`src/hw/rtl/hsvc_pkg.sv`:
```
//------------------------------------------------------------------------------
// hsvc_pkg
// Shared types and constants for the RGB/HSV color converter pipeline.
//------------------------------------------------------------------------------
`default_nettype none

package hsvc_pkg;

    localparam int unsigned QuoW    = 8;      // quotient bits of every divide
    localparam int unsigned BitsPerStage = 2; // quotient bits resolved per stage
    localparam int unsigned DivANumW = 22;    // hue numerator / xf product
    localparam int unsigned DivADenW = 14;    // chroma or 255*60
    localparam int unsigned DivBNumW = 16;    // 255*chroma
    localparam int unsigned DivBDenW = 8;     // max channel

    localparam logic [DivADenW-1:0] XfDen = 14'd15300;

    typedef enum logic {
        OP_RGB2HSV = 1'b0,
        OP_HSV2RGB = 1'b1
    } op_t;

    typedef enum logic [2:0] {
        HC_GRAY    = 3'd0,
        HC_RED_POS = 3'd1,
        HC_RED_NEG = 3'd2,
        HC_GRN_POS = 3'd3,
        HC_GRN_NEG = 3'd4,
        HC_BLU_POS = 3'd5,
        HC_BLU_NEG = 3'd6
    } hue_case_t;

    // sideband that travels with each pixel through the pipeline
    typedef struct packed {
        op_t         op;
        logic [7:0]  red;
        logic [7:0]  green;
        logic [7:0]  blue;
        logic [8:0]  hue;
        logic [7:0]  sat;
        logic [7:0]  bright;
        hue_case_t   hcase;
        logic [7:0]  mx;
        logic [7:0]  chroma;
        logic [13:0] hnum;
        logic [15:0] snum;
        logic [2:0]  sector;
        logic [5:0]  wgt;
        logic [15:0] vs;
        logic [15:0] vms;
        logic [7:0]  cf;
        logic [7:0]  mf;
    } pix_t;

endpackage

`default_nettype wire

```
`src/hw/rtl/hsvc_div.sv`:
```
//------------------------------------------------------------------------------
// hsvc_div
// Pipelined restoring divider, BPS quotient bits per stage. The quotient
// must fit in QW bits; the partial remainder and divisor ride along each stage.
//------------------------------------------------------------------------------
`default_nettype none

module hsvc_div #(
    parameter int unsigned NW  = hsvc_pkg::DivANumW,
    parameter int unsigned DW  = hsvc_pkg::DivADenW,
    parameter int unsigned QW  = hsvc_pkg::QuoW,
    parameter int unsigned BPS = hsvc_pkg::BitsPerStage
) (
    input  wire logic          clk,
    input  wire logic          en,
    input  wire logic [NW-1:0] num,
    input  wire logic [DW-1:0] den,
    output logic      [QW-1:0] quo,
    output logic      [NW-1:0] rem
);

    localparam int unsigned NST = QW / BPS;

    logic [NW-1:0] rem_reg [NST];
    logic [DW-1:0] den_reg [NST];
    logic [QW-1:0] quo_reg [NST];

    for (genvar s = 0; s < NST; s++) begin : g_st
        logic [NW-1:0] rem_in;
        logic [DW-1:0] den_in;
        logic [QW-1:0] quo_in;
        logic [NW-1:0] rem_next;
        logic [QW-1:0] quo_next;

        if (s == 0) begin : g_first
            assign rem_in = num;
            assign den_in = den;
            assign quo_in = '0;
        end else begin : g_rest
            assign rem_in = rem_reg[s-1];
            assign den_in = den_reg[s-1];
            assign quo_in = quo_reg[s-1];
        end

        always_comb
        begin
            rem_next = rem_in;
            quo_next = quo_in;
            for (int j = 0; j < BPS; j++)
            begin
                if ((rem_next >> (QW - 1 - s * BPS - j)) >= NW'(den_in))
                begin
                    rem_next = rem_next - (NW'(den_in) << (QW - 1 - s * BPS - j));
                    quo_next[QW - 1 - s * BPS - j] = 1'b1;
                end
            end
        end

        always_ff @(posedge clk)
        begin
            if (en)
            begin
                rem_reg[s] <= rem_next;
                den_reg[s] <= den_in;
                quo_reg[s] <= quo_next;
            end
        end
    end

    assign quo = quo_reg[NST-1];
    assign rem = rem_reg[NST-1];

endmodule

`default_nettype wire

```
`src/hw/rtl/rgb_hsv_color_converter.sv`:
```
// Pipeline: 2 prep stages, 4 divider stages at 2 quotient bits each and
// 1 output stage lie between input transaction and result.
// Throughput: one pixel per cycle; the whole pipeline holds when the
// output register is full and not taken.
// Reset: rst_n clears all valid bits asynchronously; data regs are not reset.
//------------------------------------------------------------------------------
// rgb_hsv_color_converter
// Per-pixel RGB<->HSV converter, fully pipelined, integer exact.
//------------------------------------------------------------------------------
`default_nettype none

module rgb_hsv_color_converter #(
    parameter int unsigned QW  = hsvc_pkg::QuoW,
    parameter int unsigned BPS = hsvc_pkg::BitsPerStage
) (
    input  wire logic       clk,
    input  wire logic       rst_n,
    input  wire logic       in_valid,
    output logic            in_ready,
    input  wire logic       operation,
    input  wire logic [7:0] red_in,
    input  wire logic [7:0] green_in,
    input  wire logic [7:0] blue_in,
    input  wire logic [8:0] hue_in,
    input  wire logic [7:0] sat_in,
    input  wire logic [7:0] bright_in,
    output logic            out_valid,
    input  wire logic       out_ready,
    output logic [7:0]      red_out,
    output logic [7:0]      green_out,
    output logic [7:0]      blue_out,
    output logic [8:0]      hue_out,
    output logic [7:0]      sat_out,
    output logic [7:0]      bright_out
);

    localparam int unsigned NDIV = QW / BPS;
    localparam int unsigned NSB  = NDIV + 2;  // sideband stages before output

    logic en;
    logic [NSB-1:0] vld_reg;
    hsvc_pkg::pix_t sb_reg [NSB];
    hsvc_pkg::pix_t s1_next;
    hsvc_pkg::pix_t s2_next;

    logic out_valid_reg;
    hsvc_pkg::op_t op_out_reg;
    logic [7:0] red_reg, green_reg, blue_reg, sat_reg, bright_reg;
    logic [8:0] hue_reg;
    logic [7:0] red_next, green_next, blue_next, sat_next, bright_next;
    logic [8:0] hue_next;

    assign en       = !out_valid_reg || out_ready;
    assign in_ready = en;

    // ---------------- stage 1: max/min, sector, products ----------------
    logic [7:0] mx, mn, chroma, absd;
    logic [8:0] hr, tt;
    logic [6:0] tdist;
    hsvc_pkg::hue_case_t hcase;

    always_comb
    begin
        mx = red_in;
        if (green_in > mx) mx = green_in;
        if (blue_in > mx) mx = blue_in;
        mn = red_in;
        if (green_in < mn) mn = green_in;
        if (blue_in < mn) mn = blue_in;
        chroma = mx - mn;

        priority if (chroma == 8'd0)
        begin
            hcase = hsvc_pkg::HC_GRAY;
            absd  = 8'd0;
        end
        else if (mx == red_in)
        begin
            hcase = (green_in >= blue_in) ? hsvc_pkg::HC_RED_POS : hsvc_pkg::HC_RED_NEG;
            absd  = (green_in >= blue_in) ? green_in - blue_in : blue_in - green_in;
        end
        else if (mx == green_in)
        begin
            hcase = (blue_in >= red_in) ? hsvc_pkg::HC_GRN_POS : hsvc_pkg::HC_GRN_NEG;
            absd  = (blue_in >= red_in) ? blue_in - red_in : red_in - blue_in;
        end
        else
        begin
            hcase = (red_in >= green_in) ? hsvc_pkg::HC_BLU_POS : hsvc_pkg::HC_BLU_NEG;
            absd  = (red_in >= green_in) ? red_in - green_in : green_in - red_in;
        end

        hr = (hue_in >= 9'd360) ? hue_in - 9'd360 : hue_in;
        priority if (hr >= 9'd240) tt = hr - 9'd240;
        else if (hr >= 9'd120)     tt = hr - 9'd120;
        else                       tt = hr;
        tdist = (tt >= 9'd60) ? 7'(tt - 9'd60) : 7'(9'd60 - tt);

        s1_next        = '0;
        s1_next.op     = hsvc_pkg::op_t'(operation);
        s1_next.red    = red_in;
        s1_next.green  = green_in;
        s1_next.blue   = blue_in;
        s1_next.hue    = hue_in;
        s1_next.sat    = sat_in;
        s1_next.bright = bright_in;
        s1_next.hcase  = hcase;
        s1_next.mx     = mx;
        s1_next.chroma = chroma;
        s1_next.hnum   = ({6'd0, absd} << 6) - ({6'd0, absd} << 2);
        s1_next.snum   = ({8'd0, chroma} << 8) - {8'd0, chroma};
        priority if (hr >= 9'd300) s1_next.sector = 3'd5;
        else if (hr >= 9'd240)     s1_next.sector = 3'd4;
        else if (hr >= 9'd180)     s1_next.sector = 3'd3;
        else if (hr >= 9'd120)     s1_next.sector = 3'd2;
        else if (hr >= 9'd60)      s1_next.sector = 3'd1;
        else                       s1_next.sector = 3'd0;
        s1_next.wgt    = 6'(7'd60 - tdist);
        s1_next.vs     = bright_in * sat_in;
        s1_next.vms    = bright_in * (8'd255 - sat_in);
    end

    // ---------------- stage 2: divide by 255, xf product ----------------
    logic [16:0] vs1, vms1;
    logic [21:0] prod;

    always_comb
    begin
        vs1  = {1'b0, sb_reg[0].vs} + 17'd1;
        vms1 = {1'b0, sb_reg[0].vms} + 17'd1;
        s2_next    = sb_reg[0];
        s2_next.cf = 8'((vs1 + (vs1 >> 8)) >> 8);
        s2_next.mf = 8'((vms1 + (vms1 >> 8)) >> 8);
    end

    assign prod = sb_reg[1].vs * sb_reg[1].wgt;

    always_ff @(posedge clk)
    begin
        if (en)
        begin
            sb_reg[0] <= s1_next;
            sb_reg[1] <= s2_next;
            for (int i = 2; i < NSB; i++)
                sb_reg[i] <= sb_reg[i-1];
        end
    end

    // ---------------- divider stages ----------------
    logic [hsvc_pkg::DivANumW-1:0] diva_num, diva_rem;
    logic [hsvc_pkg::DivADenW-1:0] diva_den;
    logic [QW-1:0] diva_quo, divb_quo;
    logic [hsvc_pkg::DivBNumW-1:0] divb_rem;

    assign diva_num = (sb_reg[1].op == hsvc_pkg::OP_HSV2RGB) ? prod
                    : hsvc_pkg::DivANumW'(sb_reg[1].hnum);
    assign diva_den = (sb_reg[1].op == hsvc_pkg::OP_HSV2RGB) ? hsvc_pkg::XfDen
                    : hsvc_pkg::DivADenW'(sb_reg[1].chroma);

    hsvc_div #(
        .NW (hsvc_pkg::DivANumW),
        .DW (hsvc_pkg::DivADenW),
        .QW (QW),
        .BPS(BPS)
    ) u_div_a (
        .clk(clk),
        .en (en),
        .num(diva_num),
        .den(diva_den),
        .quo(diva_quo),
        .rem(diva_rem)
    );

    hsvc_div #(
        .NW (hsvc_pkg::DivBNumW),
        .DW (hsvc_pkg::DivBDenW),
        .QW (QW),
        .BPS(BPS)
    ) u_div_b (
        .clk(clk),
        .en (en),
        .num(sb_reg[1].snum),
        .den(sb_reg[1].mx),
        .quo(divb_quo),
        .rem(divb_rem)
    );

    // ---------------- output stage ----------------
    hsvc_pkg::pix_t fs;
    logic [8:0] q9;
    logic       rnz;
    logic [7:0] xf, cr, cg, cb;

    assign fs  = sb_reg[NSB-1];
    assign q9  = 9'(diva_quo);
    assign rnz = (diva_rem != '0);
    assign xf  = 8'(diva_quo);

    always_comb
    begin
        unique case (fs.sector)
            3'd0:    begin cr = fs.cf; cg = xf;    cb = 8'd0;  end
            3'd1:    begin cr = xf;    cg = fs.cf; cb = 8'd0;  end
            3'd2:    begin cr = 8'd0;  cg = fs.cf; cb = xf;    end
            3'd3:    begin cr = 8'd0;  cg = xf;    cb = fs.cf; end
            3'd4:    begin cr = xf;    cg = 8'd0;  cb = fs.cf; end
            default: begin cr = fs.cf; cg = 8'd0;  cb = xf;    end
        endcase

        if (fs.op == hsvc_pkg::OP_HSV2RGB)
        begin
            red_next    = cr + fs.mf;
            green_next  = cg + fs.mf;
            blue_next   = cb + fs.mf;
            hue_next    = fs.hue;
            sat_next    = fs.sat;
            bright_next = fs.bright;
        end
        else
        begin
            red_next    = fs.red;
            green_next  = fs.green;
            blue_next   = fs.blue;
            bright_next = fs.mx;
            sat_next    = (fs.mx == 8'd0) ? 8'd0 : divb_quo;
            unique case (fs.hcase)
                hsvc_pkg::HC_RED_POS: hue_next = q9;
                hsvc_pkg::HC_RED_NEG: hue_next = (q9 == 9'd0) ? 9'd0 : 9'd360 - q9;
                hsvc_pkg::HC_GRN_POS: hue_next = 9'd120 + q9;
                hsvc_pkg::HC_GRN_NEG: hue_next = 9'd120 - q9 - {8'd0, rnz};
                hsvc_pkg::HC_BLU_POS: hue_next = 9'd240 + q9;
                hsvc_pkg::HC_BLU_NEG: hue_next = 9'd240 - q9 - {8'd0, rnz};
                default:              hue_next = 9'd0;
            endcase
        end
    end

    always_ff @(posedge clk or negedge rst_n)
    begin
        if (!rst_n)
        begin
            vld_reg       <= '0;
            out_valid_reg <= 1'b0;
        end
        else if (en)
        begin
            vld_reg       <= {vld_reg[NSB-2:0], in_valid};
            out_valid_reg <= vld_reg[NSB-1];
        end
    end

    always_ff @(posedge clk)
    begin
        if (en)
        begin
            op_out_reg <= fs.op;
            red_reg    <= red_next;
            green_reg  <= green_next;
            blue_reg   <= blue_next;
            hue_reg    <= hue_next;
            sat_reg    <= sat_next;
            bright_reg <= bright_next;
        end
    end

    assign out_valid  = out_valid_reg;
    assign red_out    = red_reg;
    assign green_out  = green_reg;
    assign blue_out   = blue_reg;
    assign hue_out    = hue_reg;
    assign sat_out    = sat_reg;
    assign bright_out = bright_reg;

    // ---------------- assertions ----------------
    a_stall_holds_pipe: assert property (@(posedge clk) disable iff (!rst_n)
        !in_ready |=> $stable(vld_reg))
        else $error("pipeline valid bits moved during stall");

    a_hue_range: assert property (@(posedge clk) disable iff (!rst_n)
        out_valid && op_out_reg == hsvc_pkg::OP_RGB2HSV |-> hue_out < 9'd360)
        else $error("computed hue out of range");

    a_value_is_max: assert property (@(posedge clk) disable iff (!rst_n)
        out_valid && op_out_reg == hsvc_pkg::OP_RGB2HSV |->
            bright_out >= red_out && bright_out >= green_out && bright_out >= blue_out)
        else $error("value is not the max channel");

    a_rgb_bounded: assert property (@(posedge clk) disable iff (!rst_n)
        out_valid && op_out_reg == hsvc_pkg::OP_HSV2RGB |->
            red_out <= bright_out && green_out <= bright_out && blue_out <= bright_out)
        else $error("rgb channel exceeds value");

    a_sat_rem_below_max: assert property (@(posedge clk) disable iff (!rst_n)
        vld_reg[NSB-1] && fs.op == hsvc_pkg::OP_RGB2HSV && fs.mx != 8'd0 |->
            divb_rem < hsvc_pkg::DivBNumW'(fs.mx))
        else $error("saturation remainder not below max channel");

endmodule

`default_nettype wire
```
`config.mk`:
```
export PLATFORM = sky130hd
export DESIGN_NAME = rgb_hsv_color_converter
export DESIGN_NICKNAME = d
export VERILOG_FILES = /design/src/hw/rtl/hsvc_pkg.sv /design/src/hw/rtl/hsvc_div.sv /design/src/hw/rtl/rgb_hsv_color_converter.sv
export SDC_FILE = /design/constraint.sdc
export NUM_CORES = 2
export LEC_CHECK = 0
export BUFFER_PORTS_ARGS = -buffer_cell sky130_fd_sc_hd__buf_2
export CAP_MARGIN = 20
export CORE_MARGIN = 3
export CORE_UTILIZATION = 50
export DETAILED_ROUTE_END_ITERATION = 10
export GPL_TIMING_DRIVEN = 0
export PLACE_DENSITY = 0.69
export RECOVER_POWER = 100
export SLEW_MARGIN = 30
export SYNTH_ARGS = -nofsm -noshare
export SYNTH_HDL_FRONTEND = slang
export SYNTH_SLANG_ARGS = --single-unit
```
`constraint.sdc`:
```
create_clock -name clk -period 43.5 [get_ports clk]
set_clock_uncertainty 0.2 [all_clocks]
set_input_delay 6.525 -clock clk [delete_from_list [all_inputs] [get_ports clk]]
set_output_delay 6.525 -clock clk [all_outputs]
set_load 0.1 [all_outputs]
```
### Yosys cells after proc, flatten, opt, wreduce, memory -nomap -nowiden

Memories as Yosys holds them, arrays and structs flattened.
Index checks and enable logic that the tools add are counted.

| word-level totals | value |
|---|---|
| memory bits (writable) | 1240 |
| output and inout bits | 51 |
| bits of input ports | 54 |
| register bits after elaboration | 56 |
| memories kept | 7 |
| logic and storage cells | 192 |

| operators by class | value |
|---|---|
| reductions and logical operators | 13 |
| $mul | 3 |
| mux-type cells | 73 |
| add/sub/neg operators | 46 |
| equality and inequality tests | 12 |
| magnitude comparators | 30 |

Memory list:

| memory | depth | bits a word | rd ports | clocked after Yosys merged registers in | write ports | line | RTL |
|---|---|---|---|---|---|---|---|
| sb_reg | 6 | 156 | 6 | 0 | 6 | rgb_hsv_color_converter.sv:42 | `hsvc_pkg::pix_t sb_reg [NSB];` |
| u_div_a.rem_reg | 4 | 22 | 4 | 0 | 4 | hsvc_div.sv:24 | `logic [NW-1:0] rem_reg [NST];` |
| u_div_b.rem_reg | 4 | 16 | 3 | 0 | 4 | hsvc_div.sv:24 |  |
| u_div_a.den_reg | 4 | 14 | 3 | 0 | 4 | hsvc_div.sv:25 | `logic [DW-1:0] den_reg [NST];` |
| u_div_a.quo_reg | 4 | 8 | 4 | 0 | 4 | hsvc_div.sv:26 | `logic [QW-1:0] quo_reg [NST];` |
| u_div_b.den_reg | 4 | 8 | 3 | 0 | 4 | hsvc_div.sv:25 |  |
| 1 more memories | n/a | n/a | n/a | n/a | n/a | n/a |  |

Operator list:

| operator | number |
|---|---|
| 22-bit two-way mux | 9 |
| 16-bit two-way mux | 8 |
| 8-bit two-way mux | 16 |
| 8-bit subtractor | 7 |
| 9-bit case mux with 6 select lines | 1 |
| 8-bit case mux with 2 select lines | 3 |
| 9-bit two-way mux | 5 |
| 16-bit by 1-bit adder with 17-bit output, second input constant | 2 |
| 16-bit by 9-bit adder with 16-bit output | 2 |
| 16-bit by 8-bit subtractor with 16-bit output | 2 |
| 8-bit adder | 3 |
| 8-bit greater-or-equal comparator | 3 |
| 22-bit by 14-bit greater-or-equal comparator with 1-bit output | 1 |
| 16-bit by 6-bit multiplier with 22-bit output | 1 |
| 22-bit nonzero test | 1 |
| 22-bit by 14-bit subtractor with 22-bit output | 1 |
| 22-bit by 15-bit subtractor with 22-bit output | 1 |
| 22-bit by 16-bit subtractor with 22-bit output | 1 |
| 22-bit by 17-bit subtractor with 22-bit output | 1 |
| 22-bit by 18-bit subtractor with 22-bit output | 1 |
| 22-bit by 19-bit subtractor with 22-bit output | 1 |
| 22-bit by 20-bit subtractor with 22-bit output | 1 |
| 22-bit by 21-bit subtractor with 22-bit output | 1 |
| 21-bit by 14-bit greater-or-equal comparator with 1-bit output | 1 |
| 56 further kinds | 104 |

### Depth between registers and ports, before layout

| logic depth | value |
|---|---|
| depth in word-level cells | 9 |
| mapped depth | 44 |
| gate-level depth less buffers | 41 |

### Hierarchy

From an unflattened synthesis, not the netlist that was laid out.

| unflattened totals | value |
|---|---|
| cells, all modules | 4765 |
| area, all modules | 55583.3 sq um |

By module, submodules not included:

| module | cells each | area an instance (sq um) | times used |
|---|---|---|---|
| rgb_hsv_color_converter | 2762 | 35567.9 | 1 |
| hsvc_div at u_div_a | 1243 | 12229.2 | 1 |
| hsvc_div at u_div_b | 760 | 7786.2 | 1 |

### Worst setup path before layout

OpenSTA, ideal clock, no wires.

| timing | value |
|---|---|
| kind | in2out |
| from | input port out_ready |
| to | output port in_ready |
| stages on the path | 2 |
| path slack | 6.575 ns |
| data required time | 36.775 ns |
| arrival | 30.200 ns |
| cells stage by stage | nand2b_1 -> clkbuf_1 |

| between the ends | value |
|---|---|
| cells in the longest elaborated chain, start to end | 1 |

RTL lines:

| what | line | RTL |
|---|---|---|
| start, declared | rgb_hsv_color_converter.sv:28 | `input wire logic out_ready,` |
| 1-bit logical OR | rgb_hsv_color_converter.sv:53 | `assign en = !out_valid_reg \|\| out_ready;` |
| end, declared | rgb_hsv_color_converter.sv:19 | `output logic in_ready,` |

Every way passes these cells.

==> impl_metrics.csv <==
group,metric,value,unit
status,status,"finished, violations left",
status,violations,"max-capacitance violations, max-slew violations",
timing,slew_violations,860,
routing,avgRoutedWirePerCell,18.36,microns
worst_setup_path,rr_endpoint,"sb_reg[1][69]$_DFFE_PP_",
die,die_x,326.9,microns
global_routing,overflow,0,
final_layout,largest_reg_flops,568,
timing,rsz0062_at_grt,"false",
final_layout,antenna_cells,0,
worst_setup_path,critPathRequiredTime,43.55,ns
worst_hold_path,hp-class,"register to register",
yosys,ys_seq_area_share,49.39,%
yosys,async_flop_share,0.8255,%
placed_design,place_area,54170,sq um
clocking,path_clk_slew,0.06,ns
final_layout,drive_above_1_share,5.666,%
global_routing,antenna_found_initial,0,
clocking,numCtsBuffers,90,
yosys,synth_top_area_share,49.05,%
timing,timing.final.crit_share,48.75,%
timing,timing.slew.headroom,-72.77,%
routing,ant_nets,0,
global_routing,grt_usage,21.08,%
yosys,yosysUniqueCellTypes,112,
yosys,synth_ff_type,"edfxtp_1",
worst_setup_path,worstPathCellList,"buf_2 -> nand2b_1 -> clkbuf_1 -> clkbuf_1 -> clkbuf_1 -> clkbuf_1 -> clkbuf_1 -> clkbuf_1 -> clkbuf_1 -> clkbuf_1 -> clkbuf_1",
timing,hold_viol,0,
flow_run,drv_cap,20,
worst_setup_path,worstSetupPathType,"primary input to register",
worst_setup_path,crit_end,"sb_reg[1][69]$_DFFE_PP_",
final_layout,stdcell_count,6063,
global_routing,grt_pass1_vias,33440,
worst_setup_path,cp-end-kind,"register",
worst_hold_path,min_from,"sb_reg[4][114]$_DFFE_PP_",
worst_setup_path,cpLargestDelayFamily,"buffers and inverters",
yosys,syn_area,51480,sq um
yosys,synth_top_area_cell,"edfxtp_1",
clocking,cts_setup_buffers,0,
placed_design,portBuffers,104,
yosys,ys_seq_elements,848,
worst_setup_path,slowest_stage,"clkbuf_1",
yosys,syn_avg_cell_area,11.69,sq um
die,die-height,326.9,microns
die,core,102000,sq um
timing,finalSetupViolCount,0,
clocking,insertion_delay,0.66,ns
routing,vias,33440,
yosys,synth_edf_count,841,
routing,drt-initial-drc-count,2048,
worst_setup_path,worst-path-buf-inv,10,
routing,via_per_inst,5.515,
worst_setup_path,critPathArrivalTime,21.25,ns
worst_setup_path,rrSetupSlack,27.89,ns
worst_setup_path,cp_common_cell,"clkbuf_1",
worst_setup_path,r2r-start,"out_valid$_DFFE_PN0P_",
placed_design,post-place-cells,5897,
worst_setup_path,slowest_delay,1.87,ns
final_layout,syn2layout_area_growth,10.06,%
worst_setup_path,worst-path-stages,11,
worst_setup_path,cp_max_fo,50,
die,fp.dieArea,106900,sq um
die,ioPinCount,105,
final_layout,final_util,55.54,%
clocking,clkSinkCount,848,
final_layout,fin_nets,5237,
final_layout,fill_cells,8573,
timing,fin_crit,21.21,ns
global_routing,grt_max_degree,54,
placed_design,gp_congestion,0.9385,
worst_setup_path,reg2reg_depth,10,
routing,wirelength,111300,microns
yosys,synth_warnings,0,
die,num_rows,117,
clocking,clk_path_buf_depth,3,
yosys,synth_most_common_cell,"edfxtp_1",
yosys,synth_common_cells,"edfxtp_1 (841), ha_1 (407), inv_1 (401)",
timing,worst_slew_pin_slew,2.592,ns
worst_setup_path,start_kind,"primary input",
clocking,cts_tree,"built",
clocking,hold_buffers,0,
clocking,clk_root_buffer_cell,"clkbuf_16",
global_routing,grt_first_pass_wirelength,179200,microns
routing,first_pass_iters,6,
placed_design,hpwl,84690,microns
worst_setup_path,critPathLaunch,"out_ready",
yosys,synthCells,4406,
yosys,synthTopCellsByArea,"edfxtp_1 (49%), ha_1 (9.9%), fa_1 (6.0%)",
final_layout,fin_area,56670,sq um
yosys,synth_nets,5022,
die,start_util,50.46,%
clocking,cts.htree.levels,3,
timing,max_freq,47.16,MHz
clocking,ctsResizeCount,0,
routing,drc,0,
==> worst min-delay path by stage <==
stage / end / slack [ns] / depth (start not counted)
after floorplan: sb_reg[1][100]$_DFFE_PP_ / 0.20 / 0
after global placement: sb_reg[1][124]$_DFFE_PP_ / 0.20 / 0
after detailed placement: sb_reg[1][122]$_DFFE_PP_ / 0.20 / 0
after CTS: sb_reg[1][111]$_DFFE_PP_ / 0.21 / 0
after global routing: sb_reg[4][117]$_DFFE_PP_ / 0.21 / 0
final: sb_reg[5][114]$_DFFE_PP_ / 0.21 / 0
==> metrics by stage <==
stage          TNS (ns)  hold WS [ns]  worst slack, ns
2_1_floorplan         0        0.2003            6.575
5_1_grt               0        0.2128            20.39
3_3_place_gp     -3.971        0.2006           -3.971
6_report              0        0.2131            22.29
4_1_cts               0        0.2130            27.86
3_5_place_dp          0        0.2045            27.15
==> cell usage in the layout, fill, tap and decap left out, types with 33 or more instances in the layout <==
cell	n
edfxtp_1	841
ha_1	407
inv_1	401
nand2_1	313
a21oi_1	244
nor2_1	233
clkbuf_1	226
o21ai_0	206
xnor2_1	196
fa_1	155
and2_1	123
xor2_1	98
nor2b_1	93
nand2b_1	92
a21o_1	91
clkbuf_16	91
mux2_2	75
mux2i_1	62
nor3_1	61
nand3_1	55
nand4_1	43
o21a_1	33
==> worst register-to-register path, stage by stage, from the launching register on <==
cell      delay [ns]
dfrtp_1         0.37
nand2b_1        0.07
clkbuf_1        1.36
clkbuf_1        1.49
clkbuf_1        1.80
clkbuf_1        1.90
clkbuf_1        1.58
clkbuf_1        1.36
clkbuf_1        1.88
clkbuf_1        1.71
clkbuf_1        1.48
==> cell type report <==
type,instances,area (sq um),share of cell area [%]
multi-input cells,3055,24070,42.47
inverters,404,1516,2.676
plain buffers,99,375.4,0.6624
clock buffers,103,2322,4.098
flip-flops and latches,848,25430,44.88
clock inverters,63,777.0,1.371
well taps,1368,1712,3.021
repair buffers,123,465.4,0.8214
==> metal layers <==
layer	track usage (%)	vias up	part of all wire, %
li1	-	16300	-
met1	28.67	16200	45
met2	34.84	762	47
met3	2.998	171	4.5
met4	7.146	0	3.2
met5	0	-	0
==> cell families (layout without fill, tap and decap cells) <==
logic type      after synthesis  after routing  share of synthesized area [%]
compound gates              865            865                          10.88
xor+xnor                    297            297                          5.096
fa+ha+maj                   562            562                          15.92
buf+inv                     503            792                          3.764
flops                       848            848                          49.39
mux                         157            157                          3.295
simple gates               1174           1174                          11.66
Power is left out: the tool's default activity adds up to more than one toggle a clock period on the data nets, which glitch-free logic cannot reach.
